File: src/rtl/ocfp_pkg.sv
package ocfp_pkg;

    localparam int CHANNELS             = 8;
    localparam int CHAN_W               = 3;
    localparam int CHAN_AW              = (CHANNELS > 1) ? $clog2(CHANNELS) : 1;
    localparam int NOMINAL_VOLTAGE_CODE = 2048;
    localparam int MS_PER_S             = 1000;

    localparam int KIND_W    = 3;
    localparam int SAMPLE_W  = 12;
    localparam int STATE_W   = 2;
    localparam int FAULT_W   = 3;
    localparam int RETRY_W   = 8;
    localparam int TIME_W    = 32;
    localparam int CFG_IDX_W = 3;
    localparam int CFG_W     = 16;
    localparam int DELAY_W   = 18;

    // Request kinds
    localparam logic [KIND_W-1:0] REQ_TICK    = 3'd0;
    localparam logic [KIND_W-1:0] REQ_CURRENT = 3'd1;
    localparam logic [KIND_W-1:0] REQ_VOLTAGE = 3'd2;
    localparam logic [KIND_W-1:0] REQ_EVAL    = 3'd3;
    localparam logic [KIND_W-1:0] REQ_RESET   = 3'd4;
    localparam logic [KIND_W-1:0] REQ_CLR_RTY = 3'd5;

    // Output states
    localparam logic [STATE_W-1:0] ST_DISABLED = 2'd0;
    localparam logic [STATE_W-1:0] ST_FAULT    = 2'd1;
    localparam logic [STATE_W-1:0] ST_WAITING  = 2'd2;
    localparam logic [STATE_W-1:0] ST_OK       = 2'd3;

    // Fault codes
    localparam logic [FAULT_W-1:0] FC_NONE         = 3'd0;
    localparam logic [FAULT_W-1:0] FC_INRUSH       = 3'd1;
    localparam logic [FAULT_W-1:0] FC_OVERCURRENT  = 3'd2;
    localparam logic [FAULT_W-1:0] FC_OVERVOLTAGE  = 3'd3;
    localparam logic [FAULT_W-1:0] FC_UNDERVOLTAGE = 3'd4;

    // Configuration register indexes
    localparam logic [CFG_IDX_W-1:0] CFG_CHAN_EN     = 3'd0;
    localparam logic [CFG_IDX_W-1:0] CFG_RETRY_EN    = 3'd1;
    localparam logic [CFG_IDX_W-1:0] CFG_CUR_LIMIT   = 3'd2;
    localparam logic [CFG_IDX_W-1:0] CFG_INRUSH_MS   = 3'd3;
    localparam logic [CFG_IDX_W-1:0] CFG_MAX_VOLT    = 3'd4;
    localparam logic [CFG_IDX_W-1:0] CFG_MIN_VOLT    = 3'd5;
    localparam logic [CFG_IDX_W-1:0] CFG_RETRY_LIMIT = 3'd6;
    localparam logic [CFG_IDX_W-1:0] CFG_RETRY_DELAY = 3'd7;

    typedef struct packed {
        logic [STATE_W-1:0]  state;
        logic [FAULT_W-1:0]  fault;
        logic                inrush_active;
        logic [SAMPLE_W-1:0] last_current;
        logic [SAMPLE_W-1:0] last_voltage;
        logic [SAMPLE_W-1:0] peak;
        logic [TIME_W-1:0]   inrush_start;
        logic [RETRY_W-1:0]  retries;
        logic [TIME_W-1:0]   retry_start;
    } chan_rec_t;

    localparam int REC_W = $bits(chan_rec_t);

    localparam chan_rec_t REC_RESET = '{
        state:         ST_OK,
        fault:         FC_NONE,
        inrush_active: 1'b0,
        last_current:  '0,
        last_voltage:  SAMPLE_W'(NOMINAL_VOLTAGE_CODE),
        peak:          '0,
        inrush_start:  '0,
        retries:       '0,
        retry_start:   '0
    };

endpackage

File: src/rtl/ocfp_ram.sv
module ocfp_ram #(
    parameter int WIDTH = 8,
    parameter int DEPTH = 8,
    parameter int AW    = (DEPTH > 1) ? $clog2(DEPTH) : 1
) (
    input  logic             clk,
    input  logic             we,
    input  logic [AW-1:0]    waddr,
    input  logic [WIDTH-1:0] wdata,
    input  logic             re,
    input  logic [AW-1:0]    raddr,
    output logic [WIDTH-1:0] rdata
);

    logic [WIDTH-1:0] mem [DEPTH];
    logic [WIDTH-1:0] rdata_reg;

    always_ff @(posedge clk)
    begin
        if (we)
        begin
            mem[waddr] <= wdata;
        end
        if (re)
        begin
            rdata_reg <= mem[raddr];
        end
    end

    assign rdata = rdata_reg;

endmodule

File: src/rtl/output_channel_fault_protection_core.sv
// A transaction is registered first into the record stage, and its result is then registered into the output stage.
// Throughput: one transaction per cycle; the channel record is read from an
// eight-entry RAM, updated and written back, with the last write-back forwarded.
// A result held by out_stall keeps the record stage full and so stalls the input.
// Reset: asynchronous, clears control state and the time counter and sets configuration to its defaults;
// a per-channel valid bit makes every record read as its reset value until rewritten.
module output_channel_fault_protection_core (
    input  logic                           clk,
    input  logic                           rst_n,
    input  logic                           in_valid,
    output logic                           in_stall,
    input  logic [ocfp_pkg::KIND_W-1:0]    req_type,
    input  logic [ocfp_pkg::CHAN_W-1:0]    channel,
    input  logic [ocfp_pkg::SAMPLE_W-1:0]  sample,
    output logic                           out_valid,
    input  logic                           out_stall,
    output logic [ocfp_pkg::CHAN_W-1:0]    out_channel,
    output logic [ocfp_pkg::STATE_W-1:0]   out_state,
    output logic [ocfp_pkg::FAULT_W-1:0]   fault_code,
    output logic [ocfp_pkg::SAMPLE_W-1:0]  out_peak,
    output logic [ocfp_pkg::RETRY_W-1:0]   retry_count,
    input  logic                           cfg_we,
    input  logic [ocfp_pkg::CFG_IDX_W-1:0] cfg_index,
    input  logic [ocfp_pkg::CFG_W-1:0]     cfg_data
);

    import ocfp_pkg::*;

    // Configuration
    logic [CHANNELS-1:0] chan_en_reg;
    logic [CHANNELS-1:0] retry_en_reg;
    logic [SAMPLE_W-1:0] cur_limit_reg;
    logic [15:0]         inrush_ms_reg;
    logic [SAMPLE_W-1:0] max_volt_reg;
    logic [SAMPLE_W-1:0] min_volt_reg;
    logic [RETRY_W-1:0]  retry_limit_reg;
    logic [DELAY_W-1:0]  retry_delay_ms_reg;

    logic [TIME_W-1:0]   time_reg;
    logic [TIME_W-1:0]   time_next;

    logic                s1_valid_reg;
    logic [KIND_W-1:0]   s1_kind_reg;
    logic [CHAN_W-1:0]   s1_chan_reg;
    logic [SAMPLE_W-1:0] s1_sample_reg;

    logic                byp_valid_reg;
    logic [CHAN_W-1:0]   byp_chan_reg;
    chan_rec_t           byp_rec_reg;

    logic [CHANNELS-1:0] ent_valid_reg;

    logic                out_valid_reg;
    logic [CHAN_W-1:0]   out_chan_reg;
    logic [STATE_W-1:0]  out_state_reg;
    logic [FAULT_W-1:0]  out_fault_reg;
    logic [SAMPLE_W-1:0] out_peak_reg;
    logic [RETRY_W-1:0]  out_retry_reg;

    logic                in_accept;
    logic                s1_advance;
    logic                s1_chan_ok;
    logic [CHAN_AW-1:0]  s1_addr;
    logic [REC_W-1:0]    ram_rdata;
    chan_rec_t           cur_rec;
    chan_rec_t           rec_next;
    logic                wr_en;

    assign s1_advance = s1_valid_reg && (!out_valid_reg || !out_stall);
    assign in_stall   = s1_valid_reg && !s1_advance;
    assign in_accept  = in_valid && !in_stall;
    assign s1_chan_ok = ({1'b0, s1_chan_reg} < (CHAN_W + 1)'(CHANNELS));
    assign s1_addr    = s1_chan_reg[CHAN_AW-1:0];
    assign wr_en      = s1_advance && s1_chan_ok;

    ocfp_ram #(
        .WIDTH (REC_W),
        .DEPTH (CHANNELS)
    ) u_rec_ram (
        .clk   (clk),
        .we    (wr_en),
        .waddr (s1_addr),
        .wdata (rec_next),
        .re    (in_accept),
        .raddr (channel[CHAN_AW-1:0]),
        .rdata (ram_rdata)
    );

    always_ff @(posedge clk or negedge rst_n)
    begin
        if (!rst_n)
        begin
            chan_en_reg        <= '0;
            retry_en_reg       <= '0;
            cur_limit_reg      <= SAMPLE_W'(4095);
            inrush_ms_reg      <= 16'd100;
            max_volt_reg       <= SAMPLE_W'(4095);
            min_volt_reg       <= '0;
            retry_limit_reg    <= RETRY_W'(3);
            retry_delay_ms_reg <= DELAY_W'(MS_PER_S);
        end
        else if (cfg_we)
        begin
            unique case (cfg_index)
                CFG_CHAN_EN:     chan_en_reg     <= cfg_data[CHANNELS-1:0];
                CFG_RETRY_EN:    retry_en_reg    <= cfg_data[CHANNELS-1:0];
                CFG_CUR_LIMIT:   cur_limit_reg   <= cfg_data[SAMPLE_W-1:0];
                CFG_INRUSH_MS:   inrush_ms_reg   <= cfg_data;
                CFG_MAX_VOLT:    max_volt_reg    <= cfg_data[SAMPLE_W-1:0];
                CFG_MIN_VOLT:    min_volt_reg    <= cfg_data[SAMPLE_W-1:0];
                CFG_RETRY_LIMIT: retry_limit_reg <= cfg_data[RETRY_W-1:0];
                CFG_RETRY_DELAY: retry_delay_ms_reg <=
                    DELAY_W'({10'd0, cfg_data[7:0]} * DELAY_W'(MS_PER_S));
                default: ;
            endcase
        end
    end

    // The forwarded copy always holds the newest write of its channel, so it may be
    // used whether or not the RAM read already saw that write.
    always_comb
    begin
        if (byp_valid_reg && (byp_chan_reg == s1_chan_reg))
        begin
            cur_rec = byp_rec_reg;
        end
        else if (s1_chan_ok && ent_valid_reg[s1_addr])
        begin
            cur_rec = chan_rec_t'(ram_rdata);
        end
        else
        begin
            cur_rec = REC_RESET;
        end
    end

    always_comb
    begin
        logic [FAULT_W-1:0] f;
        logic [TIME_W-1:0]  inrush_elapsed;
        logic [TIME_W-1:0]  retry_elapsed;
        rec_next       = cur_rec;
        time_next      = time_reg;
        f              = FC_NONE;
        inrush_elapsed = time_reg - cur_rec.inrush_start;
        retry_elapsed  = time_reg - cur_rec.retry_start;
        case (s1_kind_reg)
            REQ_TICK:
            begin
                time_next = time_reg + TIME_W'(1);
            end
            REQ_CURRENT:
            begin
                rec_next.last_current = s1_sample_reg;
                if (s1_sample_reg > cur_rec.peak)
                begin
                    rec_next.peak = s1_sample_reg;
                end
            end
            REQ_VOLTAGE:
            begin
                rec_next.last_voltage = s1_sample_reg;
            end
            REQ_EVAL:
            begin
                if (cur_rec.last_current > cur_limit_reg)
                begin
                    if (cur_rec.fault != FC_NONE && cur_rec.fault != FC_INRUSH)
                    begin
                        f = FC_OVERCURRENT;
                    end
                    else if (cur_rec.inrush_active)
                    begin
                        f = (inrush_elapsed > {16'd0, inrush_ms_reg}) ?
                            FC_OVERCURRENT : FC_INRUSH;
                    end
                    else
                    begin
                        rec_next.inrush_start = time_reg;
                        f = FC_INRUSH;
                    end
                end
                else
                begin
                    rec_next.inrush_start = '0;
                    if (cur_rec.last_voltage > max_volt_reg)
                    begin
                        f = FC_OVERVOLTAGE;
                    end
                    else if (cur_rec.last_voltage < min_volt_reg)
                    begin
                        f = FC_UNDERVOLTAGE;
                    end
                end
                rec_next.fault = f;
                if (f == FC_INRUSH)
                begin
                    rec_next.inrush_active = 1'b1;
                end
                else if (f == FC_OVERCURRENT || f == FC_NONE)
                begin
                    rec_next.inrush_active = 1'b0;
                end
                // Only a latched fault (not inrush) goes through the retry sequence.
                if (!chan_en_reg[s1_addr])
                begin
                    rec_next.state = ST_DISABLED;
                end
                else if (f == FC_NONE || f == FC_INRUSH)
                begin
                    rec_next.state = ST_OK;
                end
                else if (!retry_en_reg[s1_addr] || cur_rec.retries >= retry_limit_reg)
                begin
                    rec_next.state = ST_FAULT;
                end
                else if (cur_rec.state != ST_WAITING)
                begin
                    rec_next.retry_start = time_reg;
                    rec_next.state       = ST_WAITING;
                end
                else if (retry_elapsed < {{(TIME_W-DELAY_W){1'b0}}, retry_delay_ms_reg})
                begin
                    rec_next.state = ST_WAITING;
                end
                else
                begin
                    if (cur_rec.retries != '1)
                    begin
                        rec_next.retries = cur_rec.retries + RETRY_W'(1);
                    end
                    rec_next.retry_start = '0;
                    rec_next.fault       = FC_NONE;
                    rec_next.state       = ST_OK;
                end
            end
            REQ_RESET:
            begin
                rec_next = REC_RESET;
            end
            REQ_CLR_RTY:
            begin
                rec_next.retries = '0;
            end
            default: ;
        endcase
    end

    always_ff @(posedge clk or negedge rst_n)
    begin
        if (!rst_n)
        begin
            time_reg      <= '0;
            s1_valid_reg  <= 1'b0;
            byp_valid_reg <= 1'b0;
            ent_valid_reg <= '0;
            out_valid_reg <= 1'b0;
        end
        else
        begin
            if (in_accept)
            begin
                s1_valid_reg <= 1'b1;
            end
            else if (s1_advance)
            begin
                s1_valid_reg <= 1'b0;
            end
            if (s1_advance)
            begin
                time_reg      <= time_next;
                out_valid_reg <= 1'b1;
            end
            else if (!out_stall)
            begin
                out_valid_reg <= 1'b0;
            end
            if (wr_en)
            begin
                byp_valid_reg          <= 1'b1;
                ent_valid_reg[s1_addr] <= 1'b1;
            end
        end
    end

    always_ff @(posedge clk)
    begin
        if (in_accept)
        begin
            s1_kind_reg   <= req_type;
            s1_chan_reg   <= channel;
            s1_sample_reg <= sample;
        end
        if (wr_en)
        begin
            byp_chan_reg <= s1_chan_reg;
            byp_rec_reg  <= rec_next;
        end
        if (s1_advance)
        begin
            out_chan_reg <= s1_chan_reg;
            if (s1_chan_ok)
            begin
                out_state_reg <= rec_next.state;
                out_fault_reg <= rec_next.fault;
                out_peak_reg  <= rec_next.peak;
                out_retry_reg <= rec_next.retries;
            end
            else
            begin
                out_state_reg <= '0;
                out_fault_reg <= '0;
                out_peak_reg  <= '0;
                out_retry_reg <= '0;
            end
        end
    end

    assign out_valid   = out_valid_reg;
    assign out_channel = out_chan_reg;
    assign out_state   = out_state_reg;
    assign fault_code  = out_fault_reg;
    assign out_peak    = out_peak_reg;
    assign retry_count = out_retry_reg;

endmodule
File: config.mk
export PLATFORM = sky130hd
export DESIGN_NAME = output_channel_fault_protection_core
export DESIGN_NICKNAME = d
export VERILOG_FILES = /design/src/rtl/ocfp_pkg.sv /design/src/rtl/ocfp_ram.sv /design/src/rtl/output_channel_fault_protection_core.sv
export SDC_FILE = /design/constraint.sdc
export NUM_CORES = 2
export LEC_CHECK = 0
export BUFFER_PORTS_ARGS = -buffer_cell sky130_fd_sc_hd__buf_2
export CAP_MARGIN = 15
export CORE_MARGIN = 2
export CORE_UTILIZATION = 44
export DETAILED_ROUTE_END_ITERATION = 8
export SLEW_MARGIN = 10
export SYNTH_ARGS = -nofsm -noshare
export SYNTH_HDL_FRONTEND = slang
export SYNTH_SLANG_ARGS = --single-unit
File: constraint.sdc
create_clock -name clk -period 14.77 [get_ports clk]
set_clock_uncertainty 0.15 [all_clocks]
set_input_delay 0.7385 -clock clk [delete_from_list [all_inputs] [get_ports clk]]
set_output_delay 0.7385 -clock clk [all_outputs]
set_load 0.05 [all_outputs]
==> impl_metrics.env <==
export IMPL_status="completed"
export IMPL_synthFlopType="edfxtp_1"
export IMPL_synthDistinctLibCells=101
export IMPL_die_width_um=367.0
export IMPL_track_usage=0.2121
export IMPL_h_tree_depth=4
export IMPL_period_share=0.6332
export IMPL_post_drt_wl_per_cell_um=25.67
export IMPL_path_class="reg2reg"
export IMPL_syn_to_final_growth_pct=12.01
export IMPL_setup_tns_final_ns=0
export IMPL_r2r_start="s1_addr[1]$_DFFE_PP_"
export IMPL_hold_viol_final=0
export IMPL_cts_made_buffers=137
export IMPL_dr_total_vias=32797
export IMPL_cts_root_buffer="clkbuf_16"
export IMPL_hp_class="in2reg"
export IMPL_drc=0
export IMPL_post_route_util=0.4954
export IMPL_power_leakage_nw=22.79
export IMPL_totalWireLength_um=143100
export IMPL_critPathRequiredTime_ns=15.08
export IMPL_die_area_um2=134700
export IMPL_cts_max_path_buffers=3
export IMPL_first_global_vias=32862
export IMPL_drive_above_1_share=0.2173
export IMPL_drv_cap=0
export IMPL_die_h_um=367.0
export IMPL_finalCriticalPeriod_ns=9.353
export IMPL_rr_worst_depth=31
export IMPL_synth_top_area_frac=0.6012
export IMPL_largest_reg_flops=912
export IMPL_post_cts_buffers=0
export IMPL_final_nets=3947
export IMPL_grt_pass1_wl_um=213900
export IMPL_cts_tree="built"
export IMPL_yosysTopAreaCell="edfxtp_1"
export IMPL_end_kind="flip-flop"
export IMPL_dpl_hpwl_um=85470
export IMPL_avgSynthCellArea_um2=16.10
export IMPL_first_pass_iters=6
export IMPL_synth_edf_count=1161
export IMPL_post_cts_resized=0
export IMPL_rows=133
export IMPL_clk_latency_ns=0.77
export IMPL_coreArea_um2=131100
export IMPL_critPathMaxFanout=54
export IMPL_seq_area_frac_synth=0.6598
export IMPL_rsz0062_at_grt="no"
export IMPL_async_flop_share=0.1035
export IMPL_floorplan_initialDensity=0.4422
export IMPL_grt_overflow_total=0
export IMPL_max_freq_mhz=106.9
export IMPL_clkTransAtPathRegs_ns=0.06
export IMPL_final_setup_viol_count=0
export IMPL_maxSlewViolCount=0
export IMPL_cp_data_arrival_time_ns=9.66
export IMPL_reg2reg_slack_ns=5.42
export IMPL_synth_area_leaders="edfxtp_1 (60%), mux4_2 (9.0%), dfrtp_1 (4.3%)"
export IMPL_io_buffers=71
export IMPL_yosys_warnings=0
export IMPL_grt_max_degree=145
export IMPL_place_gp_congestion=0.9414
export IMPL_synth_fp_nets=3840
export IMPL_r2r_end="u_rec_ram.mem[4][14]$_DFFE_PP_"
export IMPL_drtIter0Drc=3246
export IMPL_holdWs_ns=0.1158
export IMPL_ys_seq_elements=1295
export IMPL_ant_nets=0
export IMPL_cp_slowest_cell="buf_4"
export IMPL_powerDensity_nw_per_um2=147.5
export IMPL_critPathMostFrequentCell="a21oi_1"
export IMPL_critPathLaunch="s1_addr[1]$_DFFE_PP_"
export IMPL_slowest_delay_ns=0.78
export IMPL_pin_count=72
export IMPL_syn_area_um2=57990
export IMPL_crit_path_end="u_rec_ram.mem[4][14]$_DFFE_PP_"
export IMPL_irDropWorstVdd_uv=115.5
export IMPL_cts_sinks=1295
export IMPL_cp_start_kind="flip-flop"
export IMPL_tightest_slew_ns=1.172
export IMPL_vias_per_cell=5.883
export IMPL_antenna_found_initial=5
export IMPL_timing_slew_headroom=0.2104
export IMPL_synthCells=3601
[metal layers]
layer,GRT usage,routed length (um),part of all wire
met1,0.3073,64660,0.45
met2,0.3358,67060,0.47
met3,0.03244,8477,0.059
met4,0.05604,2934,0.020
met5,0,0,0
[cells in the mapped netlist (all sizes together) (28+ instances only)]
| library cell | instances |
|---|---|
| o2bb2ai | 35 |
| inv | 154 |
| mux2 | 180 |
| edfxtp | 1161 |
| nand2b | 28 |
| xnor2 | 78 |
| buf | 83 |
| a21o | 53 |
| mux4 | 231 |
| o22ai | 30 |
| dfrtp | 99 |
| nor2b | 29 |
| nor3 | 32 |
| nor2 | 121 |
| dfstp | 35 |
| nand4 | 37 |
| nand2 | 171 |
| ha | 175 |
| a21oi | 134 |
| clkbuf | 108 |
| a22oi | 92 |
| o21ai | 142 |
| nand3 | 37 |
[power breakdown]
group / internal [mW] / switching (mW)
Clock: 1.94 / 1.44
Sequential: 4.40 / 0.117
Combinational: 0.617 / 1.07
[area by class of cell]
class | instances | area (um^2)
tap | 1755 | 2196
timing repair buffer | 159 | 1140
inverter | 156 | 590.6
fill | 11078 | 66170
antenna | 1 | 2.502
multi-input combinational | 1959 | 18370
sequential | 1295 | 38260
clock inverter | 82 | 770.7
clock buffer | 168 | 3630
[cells in the final DEF, fill, tap and decap left out, drive strengths merged, types with 92 or more instances in the layout]
cell type and n:
dfrtp 99, clkbuf 168, mux2 180, edfxtp 1161, a21oi 134, buf 142
inv 163, nor2 121, a22oi 92, mux4 231, ha 175, nand2 171
o21ai 142
[kinds of logic (layout without fill, tap and decap cells)]
kind of cell | after synthesis | count (layout) | synth area share
and+or+nand+nor | 582 | 582 | 0.05107
AOI/OAI and AO/OA | 652 | 652 | 0.07564
other | 0 | 1 | 0
buffers and inverters | 347 | 565 | 0.02516
adders and majority gates | 198 | 198 | 0.04553
DFF | 1295 | 1295 | 0.6598
xor gates and xnor gates | 98 | 98 | 0.01493
muxes | 429 | 429 | 0.1279
[worst min path at each step]
stage,start,endpoint,slack (ns),depth (start not counted)
6_report,out_stall,out_valid$_DFFE_PN0P_,0.12,3
5_1_grt,cfg_data[11],max_volt_reg[11]$_DFFE_PN1P_,0.13,3
4_1_cts,out_stall,out_valid$_DFFE_PN0P_,0.06,3
3_5_place_dp,ent_valid_reg[0]$_DFFE_PN0P_,ent_valid_reg[0]$_DFFE_PN0P_,0.30,1
3_3_place_gp,ent_valid_reg[0]$_DFFE_PN0P_,ent_valid_reg[0]$_DFFE_PN0P_,0.29,1
2_1_floorplan,ent_valid_reg[4]$_DFFE_PN0P_,ent_valid_reg[4]$_DFFE_PN0P_,0.28,1
[worst max-delay path: cells and delay by family (launching register included)]
kind	cells	cell delay, ns
simple gates	10	2.59
flops	1	0.69
buf+inv	3	1.14
compound gates	14	3.56
fa+ha+maj	2	0.51
xor+xnor	2	0.34
[per-stage QoR]
step	cell area (um^2)	setup WS [ns]	instances	power (mW)
2_1_floorplan	57990	2.314	3601	5.757
3_3_place_gp	60360	5.556	5304	6.249
3_5_place_dp	60360	5.454	5304	6.271
4_1_cts	64930	5.413	5571	9.654
5_1_grt	64950	4.841	5574	10.00
6_report	64960	5.417	5575	9.583
[what timing repair did]
item                       CTS  global route
hold endpoints to repair    65             0
hold buffers                17             0
setup endpoints to repair    0             0
(Power assumes the default switching activity.)
